File: src/design/sdws_pkg.sv
// Shared constants and types for the signed duty window sum block.
package sdws_pkg;

    // Window geometry and field widths.
    localparam int WINDOW_LEN = 50;
    localparam int SLOT_W     = (WINDOW_LEN > 1) ? $clog2(WINDOW_LEN) : 1;
    localparam int DUTY_W     = 15;
    localparam int ENTRY_W    = DUTY_W + 1;
    localparam int SUM_W      = 22;

    typedef logic [SLOT_W-1:0]         slot_t;
    typedef logic signed [ENTRY_W-1:0] entry_t;
    typedef logic [SUM_W-1:0]          sum_t;

    // Direction mode codes.
    typedef enum logic [1:0] {
        MODE_STOP = 2'd0,
        MODE_CW   = 2'd1,
        MODE_CCW  = 2'd2
    } mode_t;

    // Read request toward the window store.
    typedef struct packed {
        logic  en;
        slot_t addr;
    } win_rd_t;

    // Write request toward the window store.
    typedef struct packed {
        logic   en;
        slot_t  addr;
        entry_t data;
    } win_wr_t;

endpackage

File: src/design/signed_duty_window_sum_with_direction.sv
// Top level of the signed duty window sum with direction mode.
//
// Capture events enter on the s_ channel, one request per event; results leave
// on the m_ channel, exactly one per event and in order. A duty edge writes the
// duty into a shared circular window (negated for the counter-clockwise
// channel) and updates the running sum by removing the overwritten entry. The
// direction mode leaves stop on a duty edge with a start pulse and returns to
// stop on a lone overflow of the active channel (no period or duty edge) with a stop pulse.
//
// The accepting edge registers the event in the update stage and issues the
// window memory read; the edge at which that stage advances registers the
// update in the output register. Throughput is one event per cycle while the
// receiver does not stall; the next slot is always known, so the memory read is
// issued at acceptance and the write-back happens when the update stage advances.
// Reset clears the mode, the sum, the slot pointer and the valid bits of the
// window, so the window reads as all zero at once without a clearing pass.
// When the receiver stalls, the result waits in the output register, one more
// event waits in the update stage, and s_tready drops only when both are full.
module signed_duty_window_sum_with_direction
    import sdws_pkg::*;
(
    input  logic        aclk,
    input  logic        aresetn,
    input  logic        s_tvalid,
    output logic        s_tready,
    input  logic [23:0] s_tdata,   // period_edge, duty_edge, overflow, duty[14:0], zero fill
    input  logic        s_tuser,   // channel
    output logic        m_tvalid,
    input  logic        m_tready,
    output logic [31:0] m_tdata    // sum_updated, window_sum[21:0], mode[1:0],
                                   // start_pulse, stop_pulse, zero fill
);

    function automatic slot_t slot_inc(slot_t s);
        slot_t r;
        if (s == slot_t'(WINDOW_LEN - 1)) begin
            r = '0;
        end else begin
            r = s + 1'b1;
        end
        return r;
    endfunction

    logic              accept;
    logic              adv;
    slot_t             slot_reg;
    logic              s1_valid_reg;
    logic              s1_ch_reg;
    logic              s1_per_reg;
    logic              s1_dedge_reg;
    logic              s1_ovf_reg;
    logic [DUTY_W-1:0] s1_duty_reg;
    slot_t             s1_slot_reg;
    sum_t              sum_reg;
    sum_t              sum_next;
    mode_t             mode_reg;
    mode_t             mode_next;
    mode_t             chan_mode;
    logic              start_pulse;
    logic              stop_pulse;
    entry_t            duty_ext;
    entry_t            new_entry;
    entry_t            old_entry;
    logic              m_valid_reg;
    logic [31:0]       m_data_reg;
    logic [31:0]       m_data_next;
    win_rd_t           win_rd;
    win_wr_t           win_wr;

    // Handshake: the update stage moves when the output register is empty or being taken.
    assign accept   = s_tvalid && s_tready;
    assign adv      = s1_valid_reg && (!m_valid_reg || m_tready);
    assign s_tready = !s1_valid_reg || adv;
    assign m_tvalid = m_valid_reg;
    assign m_tdata  = m_data_reg;

    // Window store requests.
    always_comb begin
        win_rd.en   = accept;
        win_rd.addr = slot_reg;
        win_wr.en   = adv && s1_dedge_reg;
        win_wr.addr = s1_slot_reg;
        win_wr.data = new_entry;
    end

    sdws_window u_window (
        .aclk      (aclk),
        .aresetn   (aresetn),
        .rd        (win_rd),
        .wr        (win_wr),
        .old_entry (old_entry)
    );

    // Signed sample and running sum update.
    always_comb begin
        duty_ext  = entry_t'({1'b0, s1_duty_reg});
        new_entry = s1_ch_reg ? -duty_ext : duty_ext;
        sum_next  = sum_reg;
        if (s1_dedge_reg) begin
            sum_next = sum_reg
                     - {{(SUM_W - ENTRY_W){old_entry[ENTRY_W-1]}}, old_entry}
                     + {{(SUM_W - ENTRY_W){new_entry[ENTRY_W-1]}}, new_entry};
        end
    end

    // Direction mode: start on a duty edge, stop on a lone overflow of the
    // active channel.
    always_comb begin
        chan_mode   = s1_ch_reg ? MODE_CCW : MODE_CW;
        mode_next   = mode_reg;
        start_pulse = 1'b0;
        stop_pulse  = 1'b0;
        if (s1_dedge_reg && (mode_reg == MODE_STOP)) begin
            mode_next   = chan_mode;
            start_pulse = 1'b1;
        end
        if (s1_ovf_reg && !s1_per_reg && !s1_dedge_reg && (mode_reg == chan_mode)) begin
            mode_next  = MODE_STOP;
            stop_pulse = 1'b1;
        end
        m_data_next = {5'b0, stop_pulse, start_pulse, mode_next, sum_next, s1_dedge_reg};
    end

    // Control registers.
    always_ff @(posedge aclk) begin
        if (!aresetn) begin
            slot_reg     <= '0;
            s1_valid_reg <= 1'b0;
            m_valid_reg  <= 1'b0;
            sum_reg      <= '0;
            mode_reg     <= MODE_STOP;
        end else begin
            if (accept && s_tdata[1]) begin
                slot_reg <= slot_inc(slot_reg);
            end
            if (accept) begin
                s1_valid_reg <= 1'b1;
            end else if (adv) begin
                s1_valid_reg <= 1'b0;
            end
            if (adv) begin
                m_valid_reg <= 1'b1;
                sum_reg     <= sum_next;
                mode_reg    <= mode_next;
            end else if (m_tready) begin
                m_valid_reg <= 1'b0;
            end
        end
    end

    // Payload registers of the update stage and the output.
    always_ff @(posedge aclk) begin
        if (accept) begin
            s1_ch_reg    <= s_tuser;
            s1_per_reg   <= s_tdata[0];
            s1_dedge_reg <= s_tdata[1];
            s1_ovf_reg   <= s_tdata[2];
            s1_duty_reg  <= s_tdata[17:3];
            s1_slot_reg  <= slot_reg;
        end
        if (adv) begin
            m_data_reg <= m_data_next;
        end
    end

    // A start pulse always comes with a sum update and an active mode.
    a_start_update: assert property (@(posedge aclk) disable iff (!aresetn)
        (m_valid_reg && m_data_reg[25]) |-> (m_data_reg[0] && (m_data_reg[24:23] != MODE_STOP)))
        else $error("start pulse without update or active mode");

    // A stop pulse leaves the mode at stop and never comes with an update.
    a_stop_mode: assert property (@(posedge aclk) disable iff (!aresetn)
        (m_valid_reg && m_data_reg[26]) |-> ((m_data_reg[24:23] == MODE_STOP) && !m_data_reg[0]))
        else $error("stop pulse with wrong mode or update");

    // The slot pointer stays inside the window.
    a_slot_range: assert property (@(posedge aclk) disable iff (!aresetn)
        slot_reg <= slot_t'(WINDOW_LEN - 1))
        else $error("write slot out of range");

    // Each accepted duty edge moves the slot pointer by one, with wrap.
    a_slot_step: assert property (@(posedge aclk) disable iff (!aresetn)
        (accept && s_tdata[1]) |=> (slot_reg == slot_inc($past(slot_reg))))
        else $error("write slot did not advance");

    // A stalled event keeps its place and slot in the update stage.
    a_stage_hold: assert property (@(posedge aclk) disable iff (!aresetn)
        (s1_valid_reg && !adv) |=> (s1_valid_reg && $stable(s1_slot_reg)))
        else $error("stalled event lost from update stage");

endmodule

File: src/design/sdws_window.sv
// Circular window store: synchronous memory with reset valid bits and write forwarding.
module sdws_window
    import sdws_pkg::*;
(
    input  logic    aclk,
    input  logic    aresetn,
    input  win_rd_t rd,
    input  win_wr_t wr,
    output entry_t  old_entry
);

    entry_t                mem [WINDOW_LEN];
    logic [WINDOW_LEN-1:0] valid_reg;
    entry_t                rd_data_reg;
    entry_t                fwd_data_reg;
    logic                  rd_valid_reg;
    logic                  fwd_sel_reg;

    // Memory array with a registered read port.
    always_ff @(posedge aclk) begin
        if (wr.en) begin
            mem[wr.addr] <= wr.data;
        end
        if (rd.en) begin
            rd_data_reg  <= mem[rd.addr];
            fwd_data_reg <= wr.data;
        end
    end

    // Valid bits make every entry read as zero after reset; a write to the
    // entry being read in the same cycle is forwarded.
    always_ff @(posedge aclk) begin
        if (!aresetn) begin
            valid_reg    <= '0;
            rd_valid_reg <= 1'b0;
            fwd_sel_reg  <= 1'b0;
        end else begin
            if (wr.en) begin
                valid_reg[wr.addr] <= 1'b1;
            end
            if (rd.en) begin
                rd_valid_reg <= valid_reg[rd.addr];
                fwd_sel_reg  <= wr.en && (wr.addr == rd.addr);
            end
        end
    end

    // Resolve the value that the new sample replaces.
    assign old_entry = fwd_sel_reg  ? fwd_data_reg :
                       rd_valid_reg ? rd_data_reg  : '0;

endmodule

File: config.mk
export PLATFORM = sky130hd
export DESIGN_NAME = signed_duty_window_sum_with_direction
export DESIGN_NICKNAME = d
export VERILOG_FILES = /design/src/design/sdws_pkg.sv /design/src/design/signed_duty_window_sum_with_direction.sv /design/src/design/sdws_window.sv
export SDC_FILE = /design/constraint.sdc
export NUM_CORES = 1
export LEC_CHECK = 0
export ABC_AREA = 1
export ABC_CLOCK_PERIOD_IN_PS = 12600
export BUFFER_PORTS_ARGS = -buffer_cell sky130_fd_sc_hd__clkbuf_2
export CORE_MARGIN = 4
export CORE_UTILIZATION = 30
export DETAILED_ROUTE_END_ITERATION = 8
export PLACE_DENSITY = 0.53
export SYNTH_ARGS = -nofsm -noshare
export SYNTH_HDL_FRONTEND = slang
export SYNTH_SLANG_ARGS = --single-unit
File: constraint.sdc
create_clock -name aclk -period 12.6 [get_ports aclk]
set_clock_uncertainty 0.2 [all_clocks]
set_input_delay 0.63 -clock aclk [delete_from_list [all_inputs] [get_ports aclk]]
set_output_delay 0.63 -clock aclk [all_outputs]
set_load 0.03 [all_outputs]
* After elaboration in Yosys (flattened, before gate mapping) *
Memory sizes are Yosys's and may differ from the RTL's. A register that Yosys moved wholly into a read port is not among the register bits.
Cells that the tools add are included.

operators by class
  $add $sub $neg = 4
  order comparisons = 3
  equality and inequality tests = 3
  bitwise logic cells = 1
  mux-type cells = 20
  reduce and logical (&&, ||, !) cells = 19

operator list
  kind                 number
  $or 50x50->50        1
  $mux 16              3
  $add 22x22->22       1
  $mux 22              1
  $sub 22x22->22       1
  $neg 15->16          1
  $lt 6x7->1 const B   2
  $logic_and 1x1->1    10
  $mux 1               10
  $add 6x1->6 const B  1
  $bmux 1 s6           1
  $demux 1 s6          1
  $eq 6x6->1           1
  $eq 6x6->1 const B   1
  $ge 6x1->1 const B   1
  $mux 2               3
  $mux 6               1
  $logic_not 1->1      4
  $reduce_bool 2->1    2
  $eq 2x2->1           1
  $logic_not 2->1      1
  $logic_or 1x1->1     2

word-level totals
  RAM bits = 800
  input bits = 29
  memories = 1
  logic and storage cells = 67
  register bits = 152

memory list
  memory        words  bits a word  read ports  clocked after memory_dff  wr ports  line               RTL
  u_window.mem  50     16           1           1                         1         sdws_window.sv:12  entry_t mem [WINDOW_LEN];

* Logic depth before layout (Yosys ltp) *
  depth in word-level cells = 6
  mapped depth = 21

* Hierarchy *
A second synthesis with hierarchy kept.

second synthesis, totals
  cells, all modules = 3,570
  area, all modules = 40,755.3 um^2

by module, submodules not included
  module                                 seq. area each (um^2)  area an instance (um^2)  cells an instance  times used
  sdws_window                            26,025.0               35,001.1                 2,834              1
  signed_duty_window_sum_with_direction  2,202.1                5,754.3                  736                1

* Least setup slack after synthesis *
No wires, ideal clock.

  path kind = flip-flop to flip-flop
  start point = register s1_duty_reg[0]
  end point = register m_data_reg[22], in the netlist m_tdata[22] (data pin)
  path buffers = 0
  slack = 6.954 ns
  stages on the path, launching flop included = 21
  library setup time = 0.253 ns
  clock period less this slack = 5.646 ns
  arrival time = 5.193 ns
  required time = 12.147 ns
  path through = edfxtp_1 inv_1 ha_1 nand3_1 nor2_1 nand3b_1 o21ai_0 nand2_1 nor2_1 xnor2_1 fa_1 ha_1 nand2_1 nor2_1 inv_1 nor3_1 nand2_1 nand3_1 nand2_1 nand2_1 nand2_1

between the ends
  cells in the longest elaborated chain, start to end = 4

ends and longest elaborated chain
  element                   line                                          RTL
  start: declaration        signed_duty_window_sum_with_direction.sv:52   logic [DUTY_W-1:0] s1_duty_reg;
  start signal: assignment  signed_duty_window_sum_with_direction.sv:158  s1_duty_reg <= s_tdata[17:3];
  $neg 15->16               signed_duty_window_sum_with_direction.sv:97   new_entry = s1_ch_reg ? -duty_ext : duty_ext;
  $mux 16                   signed_duty_window_sum_with_direction.sv:97
  via new_entry[14]         signed_duty_window_sum_with_direction.sv:62   entry_t new_entry;
  $add 22x22->22            signed_duty_window_sum_with_direction.sv:102  + {{(SUM_W - ENTRY_W){new_entry[ENTRY_W-1]}}, new_entry};
  $mux 22                   signed_duty_window_sum_with_direction.sv:99   if (s1_dedge_reg) begin
  via sum_next[21]          signed_duty_window_sum_with_direction.sv:55   sum_t sum_next;
  end signal: assignment    signed_duty_window_sum_with_direction.sv:162  m_data_reg <= m_data_next;
  end: declaration          signed_duty_window_sum_with_direction.sv:65   logic [31:0] m_data_reg;

The timed path passes the listed nets, and every way through them passes these cells.
A chain may end at the register's enable or synchronous reset.

* Final worst setup path *
  start point = register s1_duty_reg[0]
  end point = register m_data_reg[20], in the netlist m_tdata[20] (data pin)

Same word-level chain as after synthesis.

==> flow_metrics.py <==
metrics = {
    "floorplanning": {
        "die_area_um2": 139000,
        "core_area_um2": 132000,
        "rows": 133,
        "fp.dieW_um": 373,
        "die_h_um": 373,
        "io_pins": 63,
        "start_util_pct": 30.3,
    },
    "worst_setup_path": {
        "slowest_delay_ns": 0.56,
        "required_ns": 12.82,
        "crit_family": "simple AND/OR/NAND/NOR gates",
        "crit_type": "reg2reg",
        "worstPathArrival_ns": 5.62,
        "crit_fanout": 52,
        "cp_num_buf_inv": 4,
        "path_cells": "buf_4, inv_1, ha_1, nand3_1, nor2_1, nand3b_1, o21ai_0, nand2_1, nor2_1, xnor2_2, buf_4, fa_1, ha_1, nand2_1, inv_1, nand2_1, nor3_1, nand4_1, nand4_1, nand2_1, nand2_1, o21ai_0",
        "crit_path_top_delay_cell": "buf_4",
        "cpMostUsedCell": "nand2_1",
        "cp-end-kind": "flip-flop",
        "startpoint_type": "flip-flop",
    },
    "hold_path": {
        "hp-class": "in2reg",
    },
    "cts": {
        "root_buffer": "clkbuf_16",
        "clock-sinks": 968,
        "h-tree-depth": 3,
        "worst_skew_pair.late_latency_ns": 0.70,
        "clockBufferDepth": 3,
        "cts_buffers": 101,
        "post-cts-setup-buffers": 0,
        "clkTransAtPathRegs_ns": 0.06,
        "cts_tree": "built",
    },
    "timing": {
        "tns_ns": 0,
        "tightestPinTransition_ns": 1.13,
        "setup_violations": 0,
        "finalCritPeriodShare_pct": 42.9,
        "slew_viol_final": 0,
        "grt_setup_unrepaired": "no",
        "final_hold_viol_count": 0,
        "fin_crit_ns": 5.40,
        "max_slew_margin_pct": 24.9,
        "fmax_ghz": 0.185,
    },
    "power": {
        "peakVddDrop_mv": 0.110,
        "pwr-share-seq_pct": 49.8,
        "switching_power_mw": 1.82,
        "report.power.total_mw": 7.27,
        "cellLeakagePower_nw": 15.7,
        "powerDensity_nw_per_um2": 159,
        "comb_power_share_pct": 10.1,
        "internal_power_mw": 5.45,
        "switching_share_pct": 25.0,
        "clockPowerShare_pct": 40.1,
    },
    "route": {
        "viasPerCell": 4.92,
        "ant_nets": 0,
        "wl_per_cell_um": 21.0,
        "drt-total-wl_um": 113000,
        "drt_iter0_drc": 2383,
        "vias": 26300,
        "drc_errors": 0,
        "drt-pass1-iter-count": 5,
    },
    "job": {
        "cap_violations": 0,
    },
    "place": {
        "place_congestion": 0.832,
        "numPortBuffers": 51,
        "dp_hpwl_um": 62600,
    },
    "global_route": {
        "track_usage_pct": 15.7,
        "grt_max_degree": 162,
        "grt_overflow": 0,
        "grt_pass1_wl_um": 165000,
        "grt_pass1_vias": 24700,
        "antenna_found_initial": 0,
    },
    "synth": {
        "async_flop_share_pct": 0,
        "synth_edf_count": 884,
        "ys.flop_type": "edfxtp_1",
        "ys_ff_latch": 968,
        "synthCells": 3437,
        "synth.area.top_cells": "edfxtp_1 66%, nor2_1 5.9%, o21ai_0 5.4%",
        "ys_types": 41,
        "ys_top_cells_by_count": "884 x edfxtp_1, 630 x nor2_1, 462 x nand2_1",
        "synth.avg_cell_area_um2": 11.6,
        "synth-warning-count": 0,
        "syn-cell-area_um2": 40000,
        "yosysSeqAreaShare_pct": 70.6,
        "synth_most_common_cell": "edfxtp_1",
        "yosysTopAreaCellShare_pct": 66.4,
        "synth_top_cell_by_area": "edfxtp_1",
    },
    "status": {
        "outcome": "finished clean",
    },
    "cells_and_area": {
        "largest_reg_flops": 800,
        "final_nets": 3587,
        "drive_above_1_share_pct": 8.62,
        "syn_to_final_growth_pct": 14.6,
        "insertedDiodeCount": 0,
    },
}
==> final cells by class <==
cell class                 count  area, um2
fill                       13100      86100
sequential                   968      28200
multi-input combinational   2116      10400
clock buffer                 129       2670
tap                         1755       2200
timing repair buffer         164       1180
inverter                     161        617
clock inverter                57        513
==> through the flow <==
stage	area (um2)	setup WS (ns)	utilization (%)	cells	hold slack (ns)
after floorplan	40000	6.95	-	3441	0.203
after global placement	42500	7.34	32.2	5144	0.244
after detailed placement	42500	7.14	32.2	5144	0.257
after CTS	45800	7.13	34.7	5350	0.184
after global routing	45800	6.59	34.7	5350	0.202
final	45800	7.20	34.7	5350	0.209
==> worst min-delay path, cell delays in order <==
cell and delay (ns):
clkbuf_2 0.08, nand2_1 0.23, a21oi_1 0.10
==> final timing paths <==
check | startpoint | end | slack, ns | depth (start not counted)
min reg2reg | u_window.valid_reg[42] | u_window.valid_reg[42] | 0.27 | 2
max | s1_duty_reg[0] | m_tdata[20] | 7.20 | 22
min | s_tvalid | s1_valid_reg | 0.21 | 3
max reg2reg | s1_duty_reg[0] | m_tdata[20] | 7.20 | 22
==> kinds of logic (layout without fill, tap and decap cells) <==
logic type / Yosys count / in the layout / synth area share, %
and+or+nand+nor: 1258 / 1258 / 12.5
DFF: 968 / 968 / 70.6
AOI/OAI and AO/OA: 780 / 780 / 10.5
buffers and inverters: 357 / 511 / 3.95
adders and majority gates: 46 / 46 / 1.83
xor gates and xnor gates: 27 / 27 / 0.591
other: 1 / 5 / 0.00938
==> routing by layer <==
metal / vias to the layer above / global-route usage (%) / part of all wire [%]
met1: 13000 / 21.2 / 43
met4: 0 / 4.50 / 2.6
li1: 12300 / - / -
met3: 166 / 2.73 / 6.2
met2: 787 / 25.9 / 48
met5: - / 0 / 0
==> power by group through the flow <==
| stage | combinational, mW | sequential [mW] | clock (mW) |
|---|---|---|---|
| 6_report | 0.734 | 3.62 | 2.92 |
| 5_1_grt | 0.818 | 3.62 | 3.11 |
| 4_1_cts | 0.741 | 3.62 | 2.98 |
| 3_5_place_dp | 0.733 | 3.69 | 0 |
| 3_3_place_gp | 0.731 | 3.69 | 0 |
| 2_1_floorplan | 0.461 | 3.70 | 0 |
==> cells in the final DEF (no fill, tap or decap), drive strengths merged, types with 5 or more instances in the layout <==
cell / n
o22ai: 165
a31oi: 6
dlygate4sd3: 20
nor3: 30
bufinv: 8
buf: 93
o21a: 8
nand3: 97
inv: 164
nor2: 633
xor2: 20
clkbuf: 180
nand4: 30
nand2: 462
xnor2: 7
conb: 5
dfxtp: 84
a22oi: 14
fa: 21
ha: 25
clkinv: 42
edfxtp: 884
o21ai: 461
a21oi: 111
==> what timing repair did <==
action | CTS | global route
hold buffers | 20 | 0
setup endpoints to repair | 0 | 0
resized for setup | 0 | 0
hold endpoints to repair | 20 | 0
(Power assumes the default switching activity.)
